--- src/hw/rtl/rrts_pkg.sv ---
package rrts_pkg;

   localparam int MAX_THREADS = 16;
   localparam int SLOT_W      = $clog2(MAX_THREADS);
   localparam int CNT_W       = SLOT_W + 1;
   localparam int OP_W        = 4;
   localparam int ID_W        = 16;
   localparam int IO_W        = 32;
   localparam int WSLOT_W     = 4;
   localparam int STATUS_W    = 3;

   typedef enum logic [OP_W-1:0] {
      OP_REGISTER = 4'd0,
      OP_ENQUEUE  = 4'd1,
      OP_DISPATCH = 4'd2,
      OP_YIELD    = 4'd3,
      OP_BLOCK    = 4'd4,
      OP_EXIT     = 4'd5,
      OP_WAKE     = 4'd6,
      OP_START    = 4'd7,
      OP_SHUTDOWN = 4'd8
   } op_type;

   typedef enum logic [STATUS_W-1:0] {
      ST_OK         = 3'd0,
      ST_EMPTY      = 3'd1,
      ST_NOCUR      = 3'd2,
      ST_NOTFOUND   = 3'd3,
      ST_NOTBLOCKED = 3'd4,
      ST_FULL       = 3'd5
   } status_type;

   typedef enum logic [1:0] {
      TS_RUNNABLE = 2'd0,
      TS_RUNNING  = 2'd1,
      TS_BLOCKED  = 2'd2,
      TS_DONE     = 2'd3
   } thread_state_type;

endpackage

--- src/hw/rtl/rrts_req_if.sv ---
interface rrts_req_if;
   import rrts_pkg::*;

   logic                      valid;
   logic                      ready;
   logic [OP_W-1:0]           operation;
   logic [ID_W-1:0]           thread_id;
   logic signed [IO_W-1:0]    io_status;
   logic                      waiter_valid;
   logic [WSLOT_W-1:0]        waiter_slot;

   modport source (output valid, operation, thread_id, io_status, waiter_valid, waiter_slot,
                   input ready);
   modport sink   (input valid, operation, thread_id, io_status, waiter_valid, waiter_slot,
                   output ready);
endinterface

--- src/hw/rtl/rrts_rsp_if.sv ---
interface rrts_rsp_if;
   import rrts_pkg::*;

   logic                      valid;
   logic                      ready;
   logic [STATUS_W-1:0]       status;
   logic [ID_W-1:0]           result_id;
   logic [WSLOT_W-1:0]        result_slot;
   logic signed [IO_W-1:0]    result_io;
   logic                      switched;

   modport source (output valid, status, result_id, result_slot, result_io, switched,
                   input ready);
   modport sink   (input valid, status, result_id, result_slot, result_io, switched,
                   output ready);
endinterface

--- src/hw/rtl/round_robin_thread_scheduler.sv ---
// Round-robin thread scheduler. Each request transaction carries one operation and yields
// exactly one response transaction. The thread table (id, state, io result) and the FIFO run
// queue sit in small memories with registered reads, stepped by one sequencer. Each request is
// decoded; enqueue and wake scan the registered slots in order from slot 0 for the id; yield,
// block and exit read and rewrite the current thread's entry, and exit with a registered join
// waiter then reads the waiter's entry and makes it runnable if it is blocked. Dispatch pops
// queue entries until it finds a runnable thread or the queue runs empty. A new request is
// taken once the sequencer is back at rest, while the previous response may still wait.
module round_robin_thread_scheduler (
   input  logic      clock,
   input  logic      reset,
   rrts_req_if.sink  req_channel,
   rrts_rsp_if.source rsp_channel
);
   import rrts_pkg::*;

   typedef enum logic [9:0] {
      S_IDLE      = 10'b0000000001,
      S_DECODE    = 10'b0000000010,
      S_LK_CHK    = 10'b0000000100,
      S_DISP_POP  = 10'b0000001000,
      S_DISP_QCHK = 10'b0000010000,
      S_DISP_CHK  = 10'b0000100000,
      S_CUR_MOD   = 10'b0001000000,
      S_W_RD      = 10'b0010000000,
      S_W_CHK     = 10'b0100000000,
      S_RESP      = 10'b1000000000
   } seq_state_type;

   typedef struct packed {
      logic [ID_W-1:0]  id;
      thread_state_type state;
      logic [IO_W-1:0]  io;
   } entry_type;

   typedef struct packed {
      status_type          status;
      logic [ID_W-1:0]     result_id;
      logic [WSLOT_W-1:0]  result_slot;
      logic [IO_W-1:0]     result_io;
      logic                switched;
   } result_type;

   seq_state_type        state_ff, state_in;
   logic [SLOT_W-1:0]    idx_ff, idx_in;
   logic [SLOT_W-1:0]    head_ff, head_in;
   logic [SLOT_W-1:0]    tail_ff, tail_in;
   logic [CNT_W-1:0]     count_ff, count_in;
   logic [CNT_W-1:0]     regcnt_ff, regcnt_in;
   logic [SLOT_W-1:0]    cur_slot_ff, cur_slot_in;
   logic [ID_W-1:0]      cur_id_ff, cur_id_in;
   logic                 cur_valid_ff, cur_valid_in;
   logic                 running_ff, running_in;
   result_type           res_ff, res_in;
   result_type           out_ff, out_in;
   logic                 rsp_valid_ff, rsp_valid_in;

   logic [OP_W-1:0]      op_ff;
   logic [ID_W-1:0]      tid_ff;
   logic [IO_W-1:0]      io_ff;
   logic                 wvalid_ff;
   logic [WSLOT_W-1:0]   wslot_ff;

   entry_type            tab_mem [MAX_THREADS];
   entry_type            tab_rd_ff;
   logic                 mem_we;
   logic [SLOT_W-1:0]    mem_wa;
   logic [SLOT_W-1:0]    mem_ra;
   entry_type            mem_wd;

   logic [SLOT_W-1:0]    q_mem [MAX_THREADS];
   logic [SLOT_W-1:0]    q_rd_ff;
   logic                 q_we;

   logic                 push_req;
   logic [SLOT_W-1:0]    push_slot;
   logic                 req_accept;
   logic [ID_W-1:0]      from_id;
   logic [SLOT_W-1:0]    wslot_idx;

   assign req_accept        = req_channel.valid && req_channel.ready;
   assign req_channel.ready = (state_ff == S_IDLE);
   assign from_id           = cur_valid_ff ? cur_id_ff : '0;
   assign wslot_idx         = SLOT_W'(wslot_ff);

   always_ff @(posedge clock) begin
      if (mem_we) begin
         tab_mem[mem_wa] <= mem_wd;
      end
      tab_rd_ff <= tab_mem[mem_ra];
   end

   always_ff @(posedge clock) begin
      if (q_we) begin
         q_mem[tail_ff] <= push_slot;
      end
      q_rd_ff <= q_mem[head_ff];
   end

   always_ff @(posedge clock) begin
      if (req_accept) begin
         op_ff     <= req_channel.operation;
         tid_ff    <= req_channel.thread_id;
         io_ff     <= req_channel.io_status;
         wvalid_ff <= req_channel.waiter_valid;
         wslot_ff  <= req_channel.waiter_slot;
      end
   end

   always_comb begin
      state_in     = state_ff;
      idx_in       = idx_ff;
      head_in      = head_ff;
      tail_in      = tail_ff;
      count_in     = count_ff;
      regcnt_in    = regcnt_ff;
      cur_slot_in  = cur_slot_ff;
      cur_id_in    = cur_id_ff;
      cur_valid_in = cur_valid_ff;
      running_in   = running_ff;
      res_in       = res_ff;
      out_in       = out_ff;
      rsp_valid_in = rsp_valid_ff && !rsp_channel.ready;
      mem_we       = 1'b0;
      mem_wa       = idx_ff;
      mem_ra       = idx_ff;
      mem_wd       = tab_rd_ff;
      push_req     = 1'b0;
      push_slot    = idx_ff;
      q_we         = 1'b0;

      unique case (state_ff)
         S_IDLE: begin
            if (req_accept) begin
               state_in = S_DECODE;
            end
         end
         S_DECODE: begin
            res_in   = '0;
            state_in = S_RESP;
            unique case (op_ff)
               OP_REGISTER: begin
                  if (regcnt_ff == CNT_W'(MAX_THREADS)) begin
                     res_in.status = ST_FULL;
                  end else if (tid_ff == '0) begin
                     res_in.status = ST_NOTFOUND;
                  end else begin
                     mem_we             = 1'b1;
                     mem_wa             = regcnt_ff[SLOT_W-1:0];
                     mem_wd             = '{id: tid_ff, state: TS_RUNNABLE, io: '0};
                     regcnt_in          = regcnt_ff + 1'b1;
                     res_in.result_id   = tid_ff;
                     res_in.result_slot = WSLOT_W'(regcnt_ff[SLOT_W-1:0]);
                  end
               end
               OP_ENQUEUE, OP_WAKE: begin
                  if (tid_ff == '0 || regcnt_ff == '0) begin
                     res_in.status = ST_NOTFOUND;
                  end else begin
                     idx_in   = '0;
                     mem_ra   = '0;
                     state_in = S_LK_CHK;
                  end
               end
               OP_DISPATCH: begin
                  if (!running_ff) begin
                     res_in.status = ST_NOCUR;
                  end else begin
                     res_in.status = ST_EMPTY;
                     state_in      = S_DISP_POP;
                  end
               end
               OP_YIELD, OP_BLOCK, OP_EXIT: begin
                  if (!cur_valid_ff || !running_ff) begin
                     res_in.status = ST_NOCUR;
                  end else begin
                     mem_ra   = cur_slot_ff;
                     state_in = S_CUR_MOD;
                  end
               end
               OP_START: begin
                  running_in = 1'b1;
               end
               OP_SHUTDOWN: begin
                  running_in   = 1'b0;
                  head_in      = '0;
                  tail_in      = '0;
                  count_in     = '0;
                  regcnt_in    = '0;
                  cur_valid_in = 1'b0;
               end
               default: begin
               end
            endcase
         end
         S_LK_CHK: begin
            if (tab_rd_ff.id == tid_ff) begin
               state_in = S_RESP;
               if (op_ff == OP_ENQUEUE) begin
                  push_req = 1'b1;
               end else if (tab_rd_ff.state != TS_BLOCKED) begin
                  res_in.status = ST_NOTBLOCKED;
               end else begin
                  mem_we   = 1'b1;
                  mem_wd   = '{id: tab_rd_ff.id, state: TS_RUNNABLE, io: io_ff};
                  push_req = 1'b1;
               end
            end else if (({1'b0, idx_ff} + 1'b1) >= regcnt_ff) begin
               res_in.status = ST_NOTFOUND;
               state_in      = S_RESP;
            end else begin
               idx_in = idx_ff + 1'b1;
               mem_ra = idx_ff + 1'b1;
            end
         end
         S_DISP_POP: begin
            if (count_ff == '0) begin
               state_in = S_RESP;
            end else begin
               head_in  = (head_ff == SLOT_W'(MAX_THREADS - 1)) ? '0 : head_ff + 1'b1;
               count_in = count_ff - 1'b1;
               state_in = S_DISP_QCHK;
            end
         end
         S_DISP_QCHK: begin
            idx_in   = q_rd_ff;
            mem_ra   = q_rd_ff;
            state_in = S_DISP_CHK;
         end
         S_DISP_CHK: begin
            if (tab_rd_ff.state == TS_RUNNABLE) begin
               mem_we             = 1'b1;
               mem_wd             = '{id: tab_rd_ff.id, state: TS_RUNNING, io: tab_rd_ff.io};
               cur_slot_in        = idx_ff;
               cur_id_in          = tab_rd_ff.id;
               cur_valid_in       = 1'b1;
               res_in.status      = ST_OK;
               res_in.result_id   = tab_rd_ff.id;
               res_in.result_slot = WSLOT_W'(idx_ff);
               res_in.result_io   = tab_rd_ff.io;
               res_in.switched    = (from_id != tab_rd_ff.id);
               state_in           = S_RESP;
            end else begin
               state_in = S_DISP_POP;
            end
         end
         S_CUR_MOD: begin
            mem_we   = 1'b1;
            mem_wa   = cur_slot_ff;
            state_in = S_RESP;
            if (op_ff == OP_YIELD) begin
               mem_wd    = '{id: tab_rd_ff.id, state: TS_RUNNABLE, io: tab_rd_ff.io};
               push_req  = 1'b1;
               push_slot = cur_slot_ff;
            end else if (op_ff == OP_BLOCK) begin
               mem_wd = '{id: tab_rd_ff.id, state: TS_BLOCKED, io: tab_rd_ff.io};
            end else begin
               mem_wd = '{id: tab_rd_ff.id, state: TS_DONE, io: tab_rd_ff.io};
               if (wvalid_ff && (CNT_W'(wslot_ff) < regcnt_ff)) begin
                  state_in = S_W_RD;
               end
            end
         end
         S_W_RD: begin
            mem_ra   = wslot_idx;
            state_in = S_W_CHK;
         end
         S_W_CHK: begin
            state_in = S_RESP;
            if (tab_rd_ff.state == TS_BLOCKED) begin
               mem_we    = 1'b1;
               mem_wa    = wslot_idx;
               mem_wd    = '{id: tab_rd_ff.id, state: TS_RUNNABLE, io: tab_rd_ff.io};
               push_req  = 1'b1;
               push_slot = wslot_idx;
            end
         end
         S_RESP: begin
            if (!rsp_valid_ff || rsp_channel.ready) begin
               out_in       = res_ff;
               rsp_valid_in = 1'b1;
               state_in     = S_IDLE;
            end
         end
         default: begin
            state_in = S_IDLE;
         end
      endcase

      if (push_req) begin
         if (count_ff == CNT_W'(MAX_THREADS)) begin
            res_in.status = ST_FULL;
         end else begin
            q_we     = 1'b1;
            tail_in  = (tail_ff == SLOT_W'(MAX_THREADS - 1)) ? '0 : tail_ff + 1'b1;
            count_in = count_ff + 1'b1;
         end
      end
   end

   always_ff @(posedge clock) begin
      if (reset) begin
         state_ff     <= S_IDLE;
         head_ff      <= '0;
         tail_ff      <= '0;
         count_ff     <= '0;
         regcnt_ff    <= '0;
         cur_slot_ff  <= '0;
         cur_valid_ff <= 1'b0;
         running_ff   <= 1'b0;
         rsp_valid_ff <= 1'b0;
      end else begin
         state_ff     <= state_in;
         head_ff      <= head_in;
         tail_ff      <= tail_in;
         count_ff     <= count_in;
         regcnt_ff    <= regcnt_in;
         cur_slot_ff  <= cur_slot_in;
         cur_valid_ff <= cur_valid_in;
         running_ff   <= running_in;
         rsp_valid_ff <= rsp_valid_in;
      end
   end

   always_ff @(posedge clock) begin
      idx_ff    <= idx_in;
      cur_id_ff <= cur_id_in;
      res_ff    <= res_in;
      out_ff    <= out_in;
   end

   assign rsp_channel.valid       = rsp_valid_ff;
   assign rsp_channel.status      = out_ff.status;
   assign rsp_channel.result_id   = out_ff.result_id;
   assign rsp_channel.result_slot = out_ff.result_slot;
   assign rsp_channel.result_io   = out_ff.result_io;
   assign rsp_channel.switched    = out_ff.switched;

`ifndef SYNTHESIS
   assert property (@(posedge clock) disable iff (reset)
      count_ff <= CNT_W'(MAX_THREADS))
      else $error("run queue count beyond capacity");

   assert property (@(posedge clock) disable iff (reset)
      (tail_ff - head_ff) == count_ff[SLOT_W-1:0])
      else $error("run queue pointers disagree with count");

   assert property (@(posedge clock) disable iff (reset)
      cur_valid_ff |-> (CNT_W'(cur_slot_ff) < regcnt_ff))
      else $error("current thread outside registered slots");

   assert property (@(posedge clock) disable iff (reset)
      req_accept |=> (state_ff == S_DECODE))
      else $error("accepted transaction not decoded");

   assert property (@(posedge clock) disable iff (reset)
      (rsp_channel.valid && !rsp_channel.ready) |=> $stable(out_ff))
      else $error("stalled response changed");
`endif

endmodule
--- src/flat_wrapper.sv ---
// flat-port wrapper written by rule: the top's interface ports become plain ports
module round_robin_thread_scheduler_flat import rrts_pkg::*;
  (clock, reset, req_channel_valid, req_channel_operation, req_channel_thread_id, req_channel_io_status, req_channel_waiter_valid, req_channel_waiter_slot, req_channel_ready, rsp_channel_valid, rsp_channel_status, rsp_channel_result_id, rsp_channel_result_slot, rsp_channel_result_io, rsp_channel_switched, rsp_channel_ready);
  rrts_req_if req_channel_i ();
  rrts_rsp_if rsp_channel_i ();
  input  logic clock;
  input  logic reset;
  input wire logic [$bits(req_channel_i.valid)-1:0] req_channel_valid;
  input wire logic [$bits(req_channel_i.operation)-1:0] req_channel_operation;
  input wire logic [$bits(req_channel_i.thread_id)-1:0] req_channel_thread_id;
  input wire logic [$bits(req_channel_i.io_status)-1:0] req_channel_io_status;
  input wire logic [$bits(req_channel_i.waiter_valid)-1:0] req_channel_waiter_valid;
  input wire logic [$bits(req_channel_i.waiter_slot)-1:0] req_channel_waiter_slot;
  output wire logic [$bits(req_channel_i.ready)-1:0] req_channel_ready;
  output wire logic [$bits(rsp_channel_i.valid)-1:0] rsp_channel_valid;
  output wire logic [$bits(rsp_channel_i.status)-1:0] rsp_channel_status;
  output wire logic [$bits(rsp_channel_i.result_id)-1:0] rsp_channel_result_id;
  output wire logic [$bits(rsp_channel_i.result_slot)-1:0] rsp_channel_result_slot;
  output wire logic [$bits(rsp_channel_i.result_io)-1:0] rsp_channel_result_io;
  output wire logic [$bits(rsp_channel_i.switched)-1:0] rsp_channel_switched;
  input wire logic [$bits(rsp_channel_i.ready)-1:0] rsp_channel_ready;
  assign req_channel_i.valid = req_channel_valid;
  assign req_channel_i.operation = req_channel_operation;
  assign req_channel_i.thread_id = req_channel_thread_id;
  assign req_channel_i.io_status = req_channel_io_status;
  assign req_channel_i.waiter_valid = req_channel_waiter_valid;
  assign req_channel_i.waiter_slot = req_channel_waiter_slot;
  assign req_channel_ready = req_channel_i.ready;
  assign rsp_channel_valid = rsp_channel_i.valid;
  assign rsp_channel_status = rsp_channel_i.status;
  assign rsp_channel_result_id = rsp_channel_i.result_id;
  assign rsp_channel_result_slot = rsp_channel_i.result_slot;
  assign rsp_channel_result_io = rsp_channel_i.result_io;
  assign rsp_channel_switched = rsp_channel_i.switched;
  assign rsp_channel_i.ready = rsp_channel_ready;
  round_robin_thread_scheduler u_core (.clock(clock), .reset(reset), .req_channel(req_channel_i), .rsp_channel(rsp_channel_i));
endmodule
--- config.mk ---
export PLATFORM = sky130hd
export DESIGN_NAME = round_robin_thread_scheduler_flat
export DESIGN_NICKNAME = d
export VERILOG_FILES = /design/src/hw/rtl/rrts_pkg.sv /design/src/hw/rtl/rrts_req_if.sv /design/src/hw/rtl/rrts_rsp_if.sv /design/src/hw/rtl/round_robin_thread_scheduler.sv /design/src/flat_wrapper.sv
export SDC_FILE = /design/constraint.sdc
export NUM_CORES = 1
export LEC_CHECK = 0
export ABC_CLOCK_PERIOD_IN_PS = 5400
export BUFFER_PORTS_ARGS = -buffer_cell sky130_fd_sc_hd__buf_2
export CAP_MARGIN = 40
export CORE_MARGIN = 2
export CORE_UTILIZATION = 55
export CTS_BUF_LIST = sky130_fd_sc_hd__clkbuf_4
export CTS_CLUSTER_SIZE = 40
export DETAILED_ROUTE_END_ITERATION = 8
export PLACE_DENSITY = 0.72
export SLEW_MARGIN = 40
export SYNTH_ARGS = -nofsm -noshare
export SYNTH_HDL_FRONTEND = slang
export SYNTH_SLANG_ARGS = --single-unit
--- constraint.sdc ---
create_clock -name clock -period 5.4 [get_ports clock]
set_input_delay 0.27 -clock clock [delete_from_list [all_inputs] [get_ports clock]]
set_output_delay 0.27 -clock clock [all_outputs]
set_load 0.05 [all_outputs]
==> impl_metrics.tcl <==
set metrics [dict create \
    avgSynthCellArea_um2 15.5 \
    r2r_start "u_core.state_ff[4]" \
    synth-xor-area-share_pct 0.687 \
    synthSimpleGateAreaFrac_pct 8.55 \
    synth-warning-count 0 \
    netlist.top_cell.by_area "edfxtp_1" \
    antenna_found_initial 3 \
    maxSlewViolCount 0 \
    fillers 5697 \
    ff2ff_path_depth 8 \
    synth_fa_ha_area_share_pct 0.504 \
    ys_seq_elements 1142 \
    min_delay_path_depth 3 \
    synth_commonest_cells "1,050 x edfxtp_1, 341 x nand2_1, 295 x mux2i_1, 150 x o22ai_1" \
    cts_buffers 302 \
    worstHoldEndpoint "u_core.count_ff[0]" \
    grt_max_degree 75 \
    setup_tns_ns 0 \
    finalHoldViolCount 0 \
    cts_root_buffer "clkbuf_4" \
    synth_compound_area_share_pct 5.98 \
    status "completed" \
    synth_most_common_cell "edfxtp_1" \
    hold-worst-slack_ns 0.245 \
    num_io_pins 119 \
    first_pass_iters 5 \
    post_cts_resized 0 \
    drt_iter0_drc 2660 \
    r2r_end "u_core.tab_mem[10][30]" \
    worst_setup_path_end_kind "flip-flop" \
    final_cells 4577 \
    min-delay-start "reset" \
    clk_pin_slew_ns 0.06 \
    finalNetCount 3391 \
    synth_edf_count 1050 \
    worstPathArrival_ns 5.29 \
    die_x_um 289 \
    period_share_pct 84.1 \
    dp.cells 3948 \
    synth_area_leaders "edfxtp_1 71%, mux2i_1 6.6%, dfxtp_1 4.1%" \
    worstMarginPinSlew_ns 0.840 \
    netlist_area_um2 44600 \
    synth_top_family_by_area "simple AND/OR/NAND/NOR gates" \
    first_global_vias 27600 \
    fin_worst_skew_ns 0.114 \
    rows 104 \
    grt_pass1_wl_mm 163 \
    synth.top_cell.area_share_pct 70.6 \
    totalWireLength_mm 111 \
    hpwl_mm 61.4 \
    yosysUniqueCellTypes 71 \
    cts_tree "done" \
    overflow 0 \
    place_congestion 0.881 \
    dieArea_um2 83500 \
    multiInputGateArea_um2 10600 \
    start_util_pct 55.5 \
    p_leak_nw 18.8 \
    hp-class "in -> reg" \
    finalPower_mw 17.4 \
    worstSetupPathType "reg -> reg" \
    grtUsageTotal_pct 26.4 \
    cts_num_sinks 1142 \
    crit_required_ns 6.15 \
    coreArea_um2 80400 \
    fin_crit_ns 4.54 \
    seq_area_frac_synth_pct 74.8 \
    areaGrowthSynthToFinish_pct 15.7 \
    clock_latency_ns 1.17 \
    crit_fanout 28 \
    maxCapViolCount 0 \
    drc_errors 0 \
    synthMuxAreaShare_pct 7.62 \
    syn_nets 2950 \
    r2r_setup_slack_ns 0.86 \
    synthCells 2871 \
    async_flop_share_pct 0 \
    drive_above_1_share_pct 20.3 \
    max_freq_ghz 0.220 \
    setup_violations 0 \
    vias_per_cell 6.00 \
    ant_nets 0 \
    vias 27500 \
    htreeDepth 5 \
    crit_path_start_kind "flip-flop" \
    seqCellArea_um2 33400 \
    clockBufferDepth 4 \
    routed_wire_length_per_instance_um 24.2 \
    timing.slew.headroom_pct 43.2 \
    ir_worst_vdd_mv 0.227 \
    die_h_um 289 \
    io_buffers 118 \
    power_density_nw_per_um2 337 \
    rsz0062_at_grt "false" \
    synth_ff_type "edfxtp_1" \
]
## how the worst max path moves through the flow
stage,endpoint,slack (ns),startpoint,cells after the start
3_5_place_dp,u_core.tab_mem[10][28],0.90,u_core.state_ff[4],8
3_3_place_gp,u_core.tab_mem[10][29],0.81,u_core.state_ff[4],8
2_1_floorplan,u_core.tab_mem[3][0],0.42,u_core.state_ff[2],11
4_1_cts,u_core.tab_mem[10][30],0.88,u_core.state_ff[4],8
6_report,u_core.tab_mem[10][30],0.86,u_core.state_ff[4],8
5_1_grt,u_core.tab_rd_ff[29],0.63,u_core.idx_ff[0],13
## final cells by class
cell class,instances,share of cell area [%]
Antenna cell,2,0.00969
Clock inverter,70,0.680
Timing Repair Buffer,309,5.14
Inverter,17,0.124
Sequential cell,1142,64.6
Multi-Input combinational cell,1540,20.5
Tap cell,1060,2.57
Clock buffer,437,6.35
## cell families after synthesis
| kind of cell | after synthesis |
|---|---|
| xor+xnor | 35 |
| fa+ha+maj | 18 |
| compound gates | 415 |
| flops | 1142 |
| mux | 315 |
| simple gates | 757 |
| buf+inv | 189 |
## worst max-delay path, stage by stage, from the launching register on
cell and delay [ns]:
dfxtp_1 0.39, nor4_4 0.47, nand4_1 0.63, or3_4 0.80
nand3_1 0.30, nor2b_1 0.21, nand2_1 0.27, nor2_4 0.62
buf_4 0.48
## what timing repair did
item | CTS | global route
hold endpoints to repair | 165 | 0
hold buffers | 119 | 0
endpoints found under the setup margin | 0 | 0
setup buffers | 0 | 0
## cells in the final DEF (no fill, tap or decap), drive strengths merged, types with 15 or more instances in the layout
master and instances:
nor4 20, and3 100, edfxtp 1050, xnor2 15
o22ai 150, xor2 20, dlygate4sd3 119, clkinv 60
or4 50, dfxtp 92, clkbuf 437, inv 24
a22o 17, mux4 20, a21oi 90, ha 18
buf 190, nand2 342, o21ai 47, nor2 67
mux2i 295, a211oi 56, nand3 80
## state kept, by name, summed over array words and instances, names as in the netlist, 3 cells and up
register,flops
u_core.state_ff,10
u_core.cur_slot_ff,4
u_core.wslot_ff,4
u_core.tab_rd_ff,50
u_core.rsp_channel.result_id,16
u_core.tab_mem,800
u_core.q_mem,64
u_core.res_ff,56
u_core.io_ff,32
u_core.cur_id_ff,16
u_core.count_ff,5
u_core.idx_ff,4
u_core.rsp_channel.result_slot,4
u_core.rsp_channel.result_io,32
u_core.op_ff,4
u_core.head_ff,4
u_core.tid_ff,16
u_core.rsp_channel.status,3
u_core.tail_ff,4
u_core.regcnt_ff,5
u_core.q_rd_ff,4
## where the power goes
group          switching (mW)  internal [mW]
clock network            3.35           3.84
registers              0.0699           9.70
logic                   0.293          0.185
total                    3.71           13.7
## layer usage
layer	GRT usage, %	share of wire (%)
met2	42.8	48
met1	35.3	40
met3	6.27	9.0
met4	9.18	2.3
met5	0	0
## stage by stage
step                cell area [µm²]  utilization (%)  setup slack (ns)
CTS                           51600             64.2             0.884
finish                        51700             64.2             0.857
global route                  51700             64.2             0.627
global placement              46700             58.1             0.805
detailed placement            46800             58.2             0.901
floorplan                     44600                -             0.425
No activity file was read; power rests on OpenSTA's default activity.
